===== src/hdl/mbps_pkg.sv =====
// Shared types, register indexes and lane compare function for the masked byte pattern scan.
package mbps_pkg;

   localparam int MAX_PATTERN_BYTES_DEF = 16;
   localparam int OFFSET_BITS_DEF       = 32;
   localparam int LANE_COUNT            = 16;
   localparam int LANE_BITS             = 4;
   localparam int LEN_BITS              = 5;
   localparam int CSR_INDEX_BITS        = 3;
   localparam int CSR_DATA_BITS         = 64;
   localparam int RESULT_OFFSET_BITS    = 32;

   localparam logic [CSR_INDEX_BITS-1:0] CSR_PATTERN_LOW  = 3'd0;
   localparam logic [CSR_INDEX_BITS-1:0] CSR_PATTERN_HIGH = 3'd1;
   localparam logic [CSR_INDEX_BITS-1:0] CSR_MASK_LOW     = 3'd2;
   localparam logic [CSR_INDEX_BITS-1:0] CSR_MASK_HIGH    = 3'd3;
   localparam logic [CSR_INDEX_BITS-1:0] CSR_PATTERN_LEN  = 3'd4;

   typedef logic [LEN_BITS-1:0] len_type;

   typedef struct packed {
      logic [7:0] data_byte;
      logic       region_end;
   } req_type;

   typedef struct packed {
      logic                          found;
      logic [RESULT_OFFSET_BITS-1:0] match_offset;
   } rsp_type;

   typedef struct packed {
      logic [8*LANE_COUNT-1:0] pattern;
      logic [8*LANE_COUNT-1:0] mask;
   } cfg_type;

   // Byte at distance pos behind the newest byte meets pattern lane len-1-pos.
   function automatic logic lane_hit(logic [7:0] b, cfg_type cfg, len_type len,
                                     logic [LANE_BITS-1:0] pos);
      logic                 active;
      logic [LANE_BITS-1:0] lane;
      logic [7:0]           m;
      logic [7:0]           p;
      active = len > {1'b0, pos};
      lane   = LANE_BITS'(len - len_type'(1) - {1'b0, pos});
      m      = cfg.mask[{lane, 3'b000} +: 8];
      p      = cfg.pattern[{lane, 3'b000} +: 8];
      return !active || ((b & m) == p);
   endfunction

endpackage


===== src/hdl/mbps_cell.sv =====
// One window cell: holds a past byte, passes it on, and compares it with its pattern lane.
module mbps_cell #(
   parameter int POS = 1
) (
   input  logic            clock,
   input  logic            shift,
   input  logic [7:0]      byte_in,
   input  mbps_pkg::cfg_type cfg,
   input  mbps_pkg::len_type len,
   output logic [7:0]      byte_out,
   output logic            hit
);
   import mbps_pkg::*;

   logic [7:0] byte_ff;
   logic [7:0] byte_next_in;

   assign byte_next_in = shift ? byte_in : byte_ff;

   always_ff @(posedge clock) begin
      byte_ff <= byte_next_in;
   end

   assign byte_out = byte_ff;
   assign hit      = lane_hit(byte_ff, cfg, len, LANE_BITS'(POS));

endmodule


===== src/hdl/masked_byte_pattern_scan.sv =====
// Top level: streaming masked byte pattern search over a chain of window cells.
//
//   port group  dir  handshake               carries
//   req_*       in   req_valid / req_ready   one region byte and end flag per item
//   rsp_*       out  rsp_valid / rsp_ready   found flag and match start offset
//   csr_*       in   csr_valid / csr_ready   register index and 64-bit write data
//
// One item per cycle while req_ready is high; every window compare runs in parallel across the cells.
// A result sits in the output register from the cycle after its item is accepted.
// req_ready drops only while a result waits and rsp_ready is low.
// Reset clears configuration to defaults, counter, match flag and output valid.
// csr_ready is always high.
module masked_byte_pattern_scan #(
   parameter int MAX_PATTERN_BYTES = mbps_pkg::MAX_PATTERN_BYTES_DEF,
   parameter int OFFSET_BITS       = mbps_pkg::OFFSET_BITS_DEF
) (
   input  logic                                clock,
   input  logic                                reset,
   input  logic                                req_valid,
   output logic                                req_ready,
   input  mbps_pkg::req_type                   req_item,
   output logic                                rsp_valid,
   input  logic                                rsp_ready,
   output mbps_pkg::rsp_type                   rsp_item,
   input  logic                                csr_valid,
   output logic                                csr_ready,
   input  logic [mbps_pkg::CSR_INDEX_BITS-1:0] csr_index,
   input  logic [mbps_pkg::CSR_DATA_BITS-1:0]  csr_wdata
);
   import mbps_pkg::*;

   localparam int EXT_BITS = (OFFSET_BITS > RESULT_OFFSET_BITS) ? OFFSET_BITS
                                                                : RESULT_OFFSET_BITS;

   cfg_type                cfg_ff, cfg_in;
   len_type                len_reg_ff, len_reg_in;
   len_type                len_eff;
   logic [OFFSET_BITS-1:0] bytes_seen_ff, bytes_seen_in;
   logic                   match_done_ff, match_done_in;
   logic                   rsp_valid_ff, rsp_valid_in;
   rsp_type                rsp_item_ff, rsp_item_in;

   logic                   req_accept;
   logic                   shift;
   logic [MAX_PATTERN_BYTES-1:0] hits;
   logic                   hit_now;
   logic                   emit;
   logic [OFFSET_BITS-1:0] len_less_one;
   logic [OFFSET_BITS-1:0] offset_diff;
   logic [EXT_BITS-1:0]    offset_ext;

   // Configuration
   assign csr_ready = 1'b1;

   always_comb begin
      cfg_in     = cfg_ff;
      len_reg_in = len_reg_ff;
      if (csr_valid) begin
         unique case (csr_index)
            CSR_PATTERN_LOW:  cfg_in.pattern[63:0]   = csr_wdata;
            CSR_PATTERN_HIGH: cfg_in.pattern[127:64] = csr_wdata;
            CSR_MASK_LOW:     cfg_in.mask[63:0]      = csr_wdata;
            CSR_MASK_HIGH:    cfg_in.mask[127:64]    = csr_wdata;
            CSR_PATTERN_LEN:  len_reg_in             = csr_wdata[LEN_BITS-1:0];
            default: ;
         endcase
      end
   end

   always_comb begin
      if (len_reg_ff == len_type'(0)) begin
         len_eff = len_type'(1);
      end else if (len_reg_ff > len_type'(MAX_PATTERN_BYTES)) begin
         len_eff = len_type'(MAX_PATTERN_BYTES);
      end else begin
         len_eff = len_reg_ff;
      end
   end

   // Window chain
   assign req_ready  = !rsp_valid_ff || rsp_ready;
   assign req_accept = req_valid && req_ready;
   assign shift      = req_accept && !match_done_ff;

   assign hits[0] = lane_hit(req_item.data_byte, cfg_ff, len_eff, LANE_BITS'(0));

   generate
      if (MAX_PATTERN_BYTES > 1) begin : g_chain
         logic [7:0] link [1:MAX_PATTERN_BYTES-1];
         assign link[1] = req_item.data_byte;
         for (genvar k = 1; k < MAX_PATTERN_BYTES; k++) begin : g_cell
            if (k < MAX_PATTERN_BYTES - 1) begin : g_mid
               mbps_cell #(.POS(k)) u_cell (
                  .clock    (clock),
                  .shift    (shift),
                  .byte_in  (link[k]),
                  .cfg      (cfg_ff),
                  .len      (len_eff),
                  .byte_out (link[k+1]),
                  .hit      (hits[k])
               );
            end else begin : g_last
               mbps_cell #(.POS(k)) u_cell (
                  .clock    (clock),
                  .shift    (shift),
                  .byte_in  (link[k]),
                  .cfg      (cfg_ff),
                  .len      (len_eff),
                  .byte_out (),
                  .hit      (hits[k])
               );
            end
         end
      end
   endgenerate

   // Match decision and counter
   assign len_less_one = OFFSET_BITS'(len_eff - len_type'(1));
   assign hit_now      = !match_done_ff && (bytes_seen_ff >= len_less_one) && (&hits);
   assign emit         = hit_now || (req_item.region_end && !match_done_ff);
   assign offset_diff  = bytes_seen_ff - len_less_one;
   assign offset_ext   = EXT_BITS'(offset_diff);

   always_comb begin
      bytes_seen_in = bytes_seen_ff;
      match_done_in = match_done_ff;
      if (req_accept) begin
         if (req_item.region_end) begin
            bytes_seen_in = '0;
            match_done_in = 1'b0;
         end else if (!match_done_ff) begin
            match_done_in = hit_now;
            if (bytes_seen_ff != {OFFSET_BITS{1'b1}}) begin
               bytes_seen_in = bytes_seen_ff + OFFSET_BITS'(1);
            end
         end
      end
   end

   // Output register
   always_comb begin
      rsp_valid_in = rsp_valid_ff;
      rsp_item_in  = rsp_item_ff;
      if (req_accept && emit) begin
         rsp_valid_in             = 1'b1;
         rsp_item_in.found        = hit_now;
         rsp_item_in.match_offset = hit_now ? offset_ext[RESULT_OFFSET_BITS-1:0] : '0;
      end else if (rsp_ready) begin
         rsp_valid_in = 1'b0;
      end
   end

   always_ff @(posedge clock) begin
      if (reset) begin
         cfg_ff        <= '0;
         len_reg_ff    <= len_type'(1);
         bytes_seen_ff <= '0;
         match_done_ff <= 1'b0;
         rsp_valid_ff  <= 1'b0;
      end else begin
         cfg_ff        <= cfg_in;
         len_reg_ff    <= len_reg_in;
         bytes_seen_ff <= bytes_seen_in;
         match_done_ff <= match_done_in;
         rsp_valid_ff  <= rsp_valid_in;
      end
   end

   always_ff @(posedge clock) begin
      rsp_item_ff <= rsp_item_in;
   end

   assign rsp_valid = rsp_valid_ff;
   assign rsp_item  = rsp_item_ff;

   a_region_end_rearms: assert property (@(posedge clock) disable iff (reset)
      req_accept && req_item.region_end |=> !match_done_ff && (bytes_seen_ff == '0))
      else $error("region end did not rearm the scan");

   a_count_advances: assert property (@(posedge clock) disable iff (reset)
      req_accept && !req_item.region_end && !match_done_ff |=> bytes_seen_ff != '0)
      else $error("byte count did not advance");

   a_not_found_zero: assert property (@(posedge clock) disable iff (reset)
      rsp_valid_ff && !rsp_item_ff.found |-> rsp_item_ff.match_offset == '0)
      else $error("not-found item carries an offset");

   a_done_silent: assert property (@(posedge clock) disable iff (reset)
      req_accept && match_done_ff |-> !hit_now)
      else $error("second match reported in one region");

endmodule

===== config.mk =====
export PLATFORM = sky130hd
export DESIGN_NAME = masked_byte_pattern_scan
export DESIGN_NICKNAME = d
export VERILOG_FILES = /design/src/hdl/mbps_pkg.sv /design/src/hdl/mbps_cell.sv /design/src/hdl/masked_byte_pattern_scan.sv
export SDC_FILE = /design/constraint.sdc
export NUM_CORES = 2
export LEC_CHECK = 0
export ABC_CLOCK_PERIOD_IN_PS = 10500
export BUFFER_PORTS_ARGS = -buffer_cell sky130_fd_sc_hd__buf_2
export CAP_MARGIN = 20
export CELL_PAD_IN_SITES_DETAIL_PLACEMENT = 0
export CELL_PAD_IN_SITES_GLOBAL_PLACEMENT = 1
export CORE_MARGIN = 5
export CORE_UTILIZATION = 29
export CTS_CLUSTER_SIZE = 24
export DETAILED_ROUTE_END_ITERATION = 6
export PLACE_DENSITY = 0.56
export SLEW_MARGIN = 25
export SYNTH_ARGS = -nofsm -noshare
export SYNTH_HDL_FRONTEND = slang
export SYNTH_SLANG_ARGS = --single-unit

===== constraint.sdc =====
create_clock -name clock -period 10.5 [get_ports clock]
set_input_delay 1.05 -clock clock [delete_from_list [all_inputs] [get_ports clock]]
set_output_delay 1.05 -clock clock [all_outputs]
set_load 0.05 [all_outputs]

Yosys cells after proc, flatten, opt, wreduce, memory -nomap -nowiden
Index checks and enable logic that the tools add are counted.
{"block": "classes", "n_reduce_logical": 53, "order_cmp": 18, "shift": 32, "n_eq_ne": 22, "n_mux": 9, "addsub": 19, "bitwise_logic": 16}
{"operator": "128-bit by 8-bit indexed part select with 8-bit output", "n": 32}
{"operator": "8-bit AND", "n": 16}
{"operator": "8-bit equality test", "n": 16}
{"operator": "32-bit two-way mux", "n": 3}
{"operator": "5-bit by 4-bit > comparator with 1-bit output, second input constant", "n": 8}
{"operator": "32-bit by 1-bit adder with 32-bit output, second input constant", "n": 1}
{"operator": "32-bit >= comparator", "n": 1}
{"operator": "32-bit inequality test, second input constant", "n": 1}
{"operator": "32-bit subtractor", "n": 1}
{"operator": "4-bit subtractor, second input constant", "n": 8}
{"operator": "5-bit by 3-bit > comparator with 1-bit output, second input constant", "n": 4}
{"operator": "1-bit zero test", "n": 18}
{"operator": "1-bit logical OR", "n": 18}
{"operator": "16-bit AND reduction", "n": 1}
{"operator": "4-bit by 3-bit subtractor with 4-bit output, second input constant", "n": 4}
{"operator": "5-bit by 1-bit > comparator with 1-bit output, second input constant", "n": 2}
{"operator": "5-bit by 2-bit > comparator with 1-bit output, second input constant", "n": 2}
{"operator": "5-bit two-way mux", "n": 2}
{"operator": "2-bit AND reduction", "n": 5}
{"operator": "4-bit by 1-bit subtractor with 4-bit output, second input constant", "n": 2}
{"operator": "4-bit by 2-bit subtractor with 4-bit output, second input constant", "n": 2}
{"operator": "3-bit by 2-bit equality test with 1-bit output, second input constant", "n": 2}
{"operator": "1-bit logical AND", "n": 6}
{"operator": "5-bit by 1-bit subtractor with 6-bit output, second input constant", "n": 1}
{"operator": "other kinds (9)", "n": 13}
{"block": "totals", "inputBits": 81, "output_inout_bits": 36, "reg_bits": 448, "word_cells": 194}

Logic depth before layout (Yosys ltp)
{"block": "depth", "word_depth": 14, "mapped_depth": 32, "ltp_nobuf": 18}

Hierarchy
From an unflattened synthesis, not the netlist that was laid out.
{"block": "hier_totals", "cells_unflattened": 5622, "hier_area_um2": 55001.5}
{"mod": "masked_byte_pattern_scan", "area_each_um2": 15468.6, "instances": 1, "cells_per_inst": 1785, "seq_area_each_um2": 6896.6}
{"mod": "mbps_cell at g_chain.g_cell[12].g_mid.u_cell", "area_each_um2": 2726.4, "instances": 1, "cells_per_inst": 264, "seq_area_each_um2": 240.2}
{"mod": "mbps_cell at g_chain.g_cell[13].g_mid.u_cell", "area_each_um2": 2710.1, "instances": 1, "cells_per_inst": 257, "seq_area_each_um2": 240.2}
{"mod": "mbps_cell at g_chain.g_cell[6].g_mid.u_cell", "area_each_um2": 2710.1, "instances": 1, "cells_per_inst": 265, "seq_area_each_um2": 240.2}
{"mod": "mbps_cell at g_chain.g_cell[10].g_mid.u_cell", "area_each_um2": 2701.3, "instances": 1, "cells_per_inst": 264, "seq_area_each_um2": 240.2}
{"mod": "mbps_cell at g_chain.g_cell[1].g_mid.u_cell", "area_each_um2": 2663.8, "instances": 1, "cells_per_inst": 241, "seq_area_each_um2": 240.2}
{"mod": "mbps_cell at g_chain.g_cell[2].g_mid.u_cell", "area_each_um2": 2663.8, "instances": 1, "cells_per_inst": 249, "seq_area_each_um2": 240.2}
{"mod": "mbps_cell at g_chain.g_cell[4].g_mid.u_cell", "area_each_um2": 2656.3, "instances": 1, "cells_per_inst": 265, "seq_area_each_um2": 240.2}
{"mod": "mbps_cell at g_chain.g_cell[14].g_mid.u_cell", "area_each_um2": 2647.5, "instances": 1, "cells_per_inst": 263, "seq_area_each_um2": 240.2}
{"mod": "mbps_cell at g_chain.g_cell[11].g_mid.u_cell", "area_each_um2": 2618.8, "instances": 1, "cells_per_inst": 243, "seq_area_each_um2": 240.2}
{"mod": "mbps_cell at g_chain.g_cell[3].g_mid.u_cell", "area_each_um2": 2616.3, "instances": 1, "cells_per_inst": 248, "seq_area_each_um2": 240.2}
{"mod": "mbps_cell at g_chain.g_cell[9].g_mid.u_cell", "area_each_um2": 2615.0, "instances": 1, "cells_per_inst": 243, "seq_area_each_um2": 240.2}
{"mod": "mbps_cell at g_chain.g_cell[5].g_mid.u_cell", "area_each_um2": 2607.5, "instances": 1, "cells_per_inst": 240, "seq_area_each_um2": 240.2}
{"mod": "mbps_cell at g_chain.g_cell[8].g_mid.u_cell", "area_each_um2": 2557.5, "instances": 1, "cells_per_inst": 263, "seq_area_each_um2": 240.2}
{"mod": "2 more rows"}

Worst setup path after synthesis
OpenSTA, ideal clock, no wires.
{"block": "synth_timing", "kind": "register to register", "startpoint": "reg len_reg_ff[0]", "endpoint": "reg rsp_item_ff (netlist bit rsp_item[0]) (enable)", "required_ns": 10.108, "setup_time_ns": 0.392, "path_stages_with_launch": 31, "path_slack_ns": 2.334, "path_buffers": 16, "synth_period_minus_slack_ns": 8.166, "t_arrival_ns": 7.774, "path_cell_list": "dfxtp_1 buf_2 nor2b_1 buf_6 nor2_4 buf_4 buf_4 buf_6 buf_6 buf_4 buf_6 buf_2 ha_1 clkbuf_1 inv_2 buf_2 buf_1 clkbuf_1 ha_1 a21o_1 buf_2 buf_1 nor3b_1 o311ai_0 nand4_1 or4_1 o32a_1 or4b_4 nor3_4 buf_4 o21a_1"}
{"block": "synth_via", "elab_chain_len": 13, "elab_cells_between_ends": 139, "classes_between": "17 x add/sub; 18 x order compare; 16 x eq/ne; 32 x shift; 2 x mux; 16 x bitwise; 38 x reduce/logical"}
{"element": "start, declared", "line_no": "masked_byte_pattern_scan.sv:36", "source": "len_type len_reg_ff, len_reg_in;"}
{"element": "start signal, assigned", "line_no": "masked_byte_pattern_scan.sv:156", "source": "len_reg_ff <= len_type'(1);"}
{"element": "start signal, assigned", "line_no": "masked_byte_pattern_scan.sv:162", "source": "len_reg_ff <= len_reg_in;"}
{"element": "5-bit > comparator", "line_no": "masked_byte_pattern_scan.sv:73", "source": "end else if (len_reg_ff > len_type'(MAX_PATTERN_BYTES)) begin"}
{"element": "5-bit two-way mux", "line_no": "masked_byte_pattern_scan.sv:73"}
{"element": "5-bit two-way mux *", "line_no": "masked_byte_pattern_scan.sv:71", "source": "if (len_reg_ff == len_type'(0)) begin"}
{"element": "4-bit by 1-bit subtractor with 4-bit output", "line_no": "mbps_pkg.sv:44", "source": "lane = LANE_BITS'(len - len_type'(1) - {1'b0, pos});"}
{"element": "4-bit by 1-bit subtractor with 4-bit output, or another cell as far along", "line_no": "mbps_pkg.sv:44"}
{"element": "128-bit by 8-bit indexed part select with 8-bit output", "line_no": "mbps_pkg.sv:45", "source": "m = cfg.mask[{lane, 3'b000} +: 8];"}
{"element": "8-bit AND", "line_no": "mbps_pkg.sv:47", "source": "return !active || ((b & m) == p);"}
{"element": "8-bit equality test", "line_no": "mbps_pkg.sv:47"}
{"element": "1-bit logical OR", "line_no": "mbps_pkg.sv:47"}
{"element": "16-bit AND reduction", "line_no": "masked_byte_pattern_scan.sv:119", "source": "assign hit_now = !match_done_ff && (bytes_seen_ff >= len_less_one) && (&hits);"}
{"element": "1-bit logical AND *", "line_no": "masked_byte_pattern_scan.sv:119"}
{"element": "via hit_now", "line_no": "masked_byte_pattern_scan.sv:46", "source": "logic hit_now;"}
{"element": "1-bit logical OR *", "line_no": "masked_byte_pattern_scan.sv:120", "source": "assign emit = hit_now || (req_item.region_end && !match_done_ff);"}
{"element": "1-bit logical AND *", "line_no": "masked_byte_pattern_scan.sv:144", "source": "if (req_accept && emit) begin"}
{"element": "end signal, assigned", "line_no": "masked_byte_pattern_scan.sv:170", "source": "rsp_item_ff <= rsp_item_in;"}
{"element": "end, declared", "line_no": "masked_byte_pattern_scan.sv:41", "source": "rsp_type rsp_item_ff, rsp_item_in;"}
Mark *: on every way through the listed nets, which the timed path passes. The rest lies on a longest branch.
A chain may end at the register's enable or synchronous reset.

Worst setup path in the final report
{"block": "layout_timing", "startpoint": "reg len_reg_ff[4]", "endpoint": "reg rsp_item_ff (netlist bit rsp_item[31]) (enable)"}
{"block": "layout_via", "elab_chain_len": 13, "elab_cells_between_ends": 139, "classes_between": "17 x add/sub; 18 x order compare; 16 x eq/ne; 32 x shift; 2 x mux; 16 x bitwise; 38 x reduce/logical"}
{"element": "5-bit > comparator", "line_no": "masked_byte_pattern_scan.sv:73"}
{"element": "5-bit two-way mux", "line_no": "masked_byte_pattern_scan.sv:73"}
{"element": "5-bit two-way mux *", "line_no": "masked_byte_pattern_scan.sv:71"}
{"element": "4-bit by 1-bit subtractor with 4-bit output", "line_no": "mbps_pkg.sv:44"}
{"element": "4-bit by 1-bit subtractor with 4-bit output, or another cell as far along", "line_no": "mbps_pkg.sv:44"}
{"element": "128-bit by 8-bit indexed part select with 8-bit output", "line_no": "mbps_pkg.sv:45"}
{"element": "8-bit AND", "line_no": "mbps_pkg.sv:47"}
{"element": "8-bit equality test", "line_no": "mbps_pkg.sv:47"}
{"element": "1-bit logical OR", "line_no": "mbps_pkg.sv:47"}
{"element": "16-bit AND reduction", "line_no": "masked_byte_pattern_scan.sv:119"}
{"element": "1-bit logical AND *", "line_no": "masked_byte_pattern_scan.sv:119"}
{"element": "1-bit logical OR *", "line_no": "masked_byte_pattern_scan.sv:120"}
{"element": "1-bit logical AND *", "line_no": "masked_byte_pattern_scan.sv:144"}
Every way passes the cells marked *; elsewhere a longest branch is shown, timed or not.

==> impl_metrics.toml <==
[pwr]
netSwitchingFraction_pct = 32.46
finalPower_mw = 5.139
power.density_nw_per_um2 = 124.6
p_switching_mw = 1.668
p_comb_share_pct = 19.2
internal_power_mw = 3.471
p_leak_nw = 14.34
p_seq_share_pct = 39.8
vdd_drop_max_mv = 0.1298
clockPowerShare_pct = 41.0

[placement]
dp_hpwl_um = 149200
port_buffers = 115
place.gp.congestion = 1.024

[yosys]
synth_edf_count = 153
synth.distinct_cells = 94
synth-simple-area-share_pct = 18.30
seq_area_frac_synth_pct = 28.26
synth_seq_cells = 448
syn_nets = 4158
synth-compound-area-share_pct = 17.66
synth_xor_area_share_pct = 1.670
syn_inst = 4033
async_flop_share_pct = 0
synthMuxAreaShare_pct = 27.82
ys_warn_count = 0
synthAdderAreaFrac_pct = 1.556
synth_area_um2 = 37150
synth_ff_type = "dfxtp_1"
synth_top_family_by_area = "multiplexers"
syn_avg_cell_area_um2 = 9.212

[timing]
fin_worst_skew_ps = 31.00
fmax_ghz = 0.1270
relSlewSlack_pct = 23.29
setup_viol = 0
slew_viol_final = 0
worstMarginPinSlew_ps = 1147
fin_crit_sh_pct = 74.98
fin_crit_ps = 7873
rsz0062_at_grt = "no"
setup_tns_ps = 0
hold_viol_final = 0

[drt]
routed_wl_um = 193900
avgRoutedWirePerCell_um = 34.15
via_count = 35573
met3WireLength_um = 19360
met1Wirelength_um = 79850
vias_per_cell = 6.266
dr.max_layer_used = "met5"
final_antenna_net_count = 0
drtIter0Drc = 4198
drc = 0
wl_met2_um = 82290
first_pass_iters = 7

[clocking]
clock_latency_ps = 690
cts_buffer_depth = 3
ctsHoldBuffers = 0
htreeDepth = 2
path_clk_slew_ps = 70
cts_tree = "built"
cts_buffers = 57
ctsResizeCount = 0
clkSinkCount = 448
cts_setup_buffers = 0
root_buffer = "clkbuf_16"

[floorplanning]
die_x_um = 367.9
die_h_um = 367.9
ios = 117
core_area_um2 = 127400
dieArea_um2 = 135400
start_util_pct = 29.17
num_rows = 131

[grt]
grtUsageTotal_pct = 27.50
grt_max_degree = 132
grt_overflow_total = 0
grt_pass1_vias = 33086
antenna_found_initial = 26
grt_pass1_wl_um = 268200

[setup_path]
rrSetupSlack_ps = 2630
cp_data_required_time_ps = 10820
cp_max_fo = 131
arrival_ps = 8190
start_kind = "flop"
end_kind = "flop"
critPathKind = "reg2reg"

[final_layout]
mostFrequentLayoutCells = "nand2_1, a21oi_1, dfxtp_1, mux4_2, mux2i_1"
syn_to_final_growth_pct = 10.99
regArea_um2 = 10510
fin_nets = 4086
drive_gt1_share_pct = 19.23
nFillCells = 13173
multi_input_area_um2 = 25100
mostFrequentLayoutCell = "nand2_1"

[run_status]
outcome = "complete, no violations"

[min_path]
min_path_type = "reg2reg"

[flow_run]
maxCapViolCount = 0
critical path, stage by stage (launching register included):
cell and delay (ps):
dfxtp_4 690, nand2b_4 690, buf_12 500, a211oi_1 190, o32ai_1 970, nor3_1 320
mux2i_1 230, o2bb2ai_1 110, a2111oi_0 670, o21ai_0 210, nor4_2 740, o211ai_1 250
buf_4 310, nor3_4 600, o21a_1 180, buf_4 390
state kept, by name, summed over array words and instances, names as in the netlist:
register	cells
g_chain.g_cell.g_mid.u_cell.byte_out	112
len_reg_ff	5
cfg_ff	256
g_chain.g_cell.g_last.u_cell.byte_out	8
match_done_ff	1
rsp_valid	1
bytes_seen_ff	32
rsp_item	33
kinds of logic after synthesis:
kind of cell	after synthesis
buf+inv	401
simple gates	1404
flops	448
fa+ha+maj	46
compound gates	1003
mux	660
other cells	1
xor+xnor	70
final cells by class:
type                       count  area share (%)
tap                         1662           5.043
multi-input combinational   3184           60.88
inverter                      74          0.6858
timing repair buffer         196           3.068
clock buffer                  79           3.966
clock inverter                29          0.8284
sequential                   448           25.49
antenna                        5         0.03035
metal layers:
metal / vias up / global-route usage (%)
li1: 15266 / -
met4: 6 / 14.10
met2: 2000 / 41.01
met1: 17865 / 36.65
met5: - / 0
met3: 436 / 7.245
power by group through the flow:
stage               combinational, mW  clock [mW]  sequential, mW
CTS                             0.975        2.15            2.04
global route                     1.04        2.21            2.05
global placement                0.976           0            2.07
finish                          0.989        2.10            2.05
detailed placement              0.973           0            2.07
floorplan                       0.597           0            2.04
metrics by stage:
step	hold slack (ps)	cells	area, um2	util [%]	setup slack [ps]
finish	442.4	5677	41230	32.38	2627
global route	450.2	5673	41220	32.37	2441
CTS	438.8	5671	41210	32.36	2716
detailed placement	437.2	5563	39240	30.81	2704
global placement	433.1	5563	39210	30.79	2763
floorplan	426.0	4033	37150	-	2334
path summary, 6_finish.rpt:
kind | cells after the start | startpoint | endpoint
hold / removal | 0 | g_chain.g_cell[10].g_mid.u_cell.byte_out[0] | g_chain.g_cell[11].g_mid.u_cell.byte_out[0]
setup reg to reg | 15 | len_reg_ff[4] | rsp_item[31]
hold reg to reg | 0 | g_chain.g_cell[10].g_mid.u_cell.byte_out[0] | g_chain.g_cell[11].g_mid.u_cell.byte_out[0]
setup / recovery | 15 | len_reg_ff[4] | rsp_item[31]
synthesized netlist by cell type, drive strengths merged (44+ instances only):
library cell,n,area [um2]
nand2,713,2676
buf,141,777.0
clkbuf,186,698.2
inv,72,270.3
mux2i,263,2633
dfxtp,295,5906
o21ai,122,610.6
o22ai,44,275.3
nor2b,70,437.9
a21oi,376,1882
a211oi,96,720.7
edfxtp,153,4594
nor3,48,251.5
mux2,110,1239
mux4,287,6464
nand2b,82,513.0
nand3,77,385.4
nor2,150,570.6
Power figures use the tool's default switching activity.
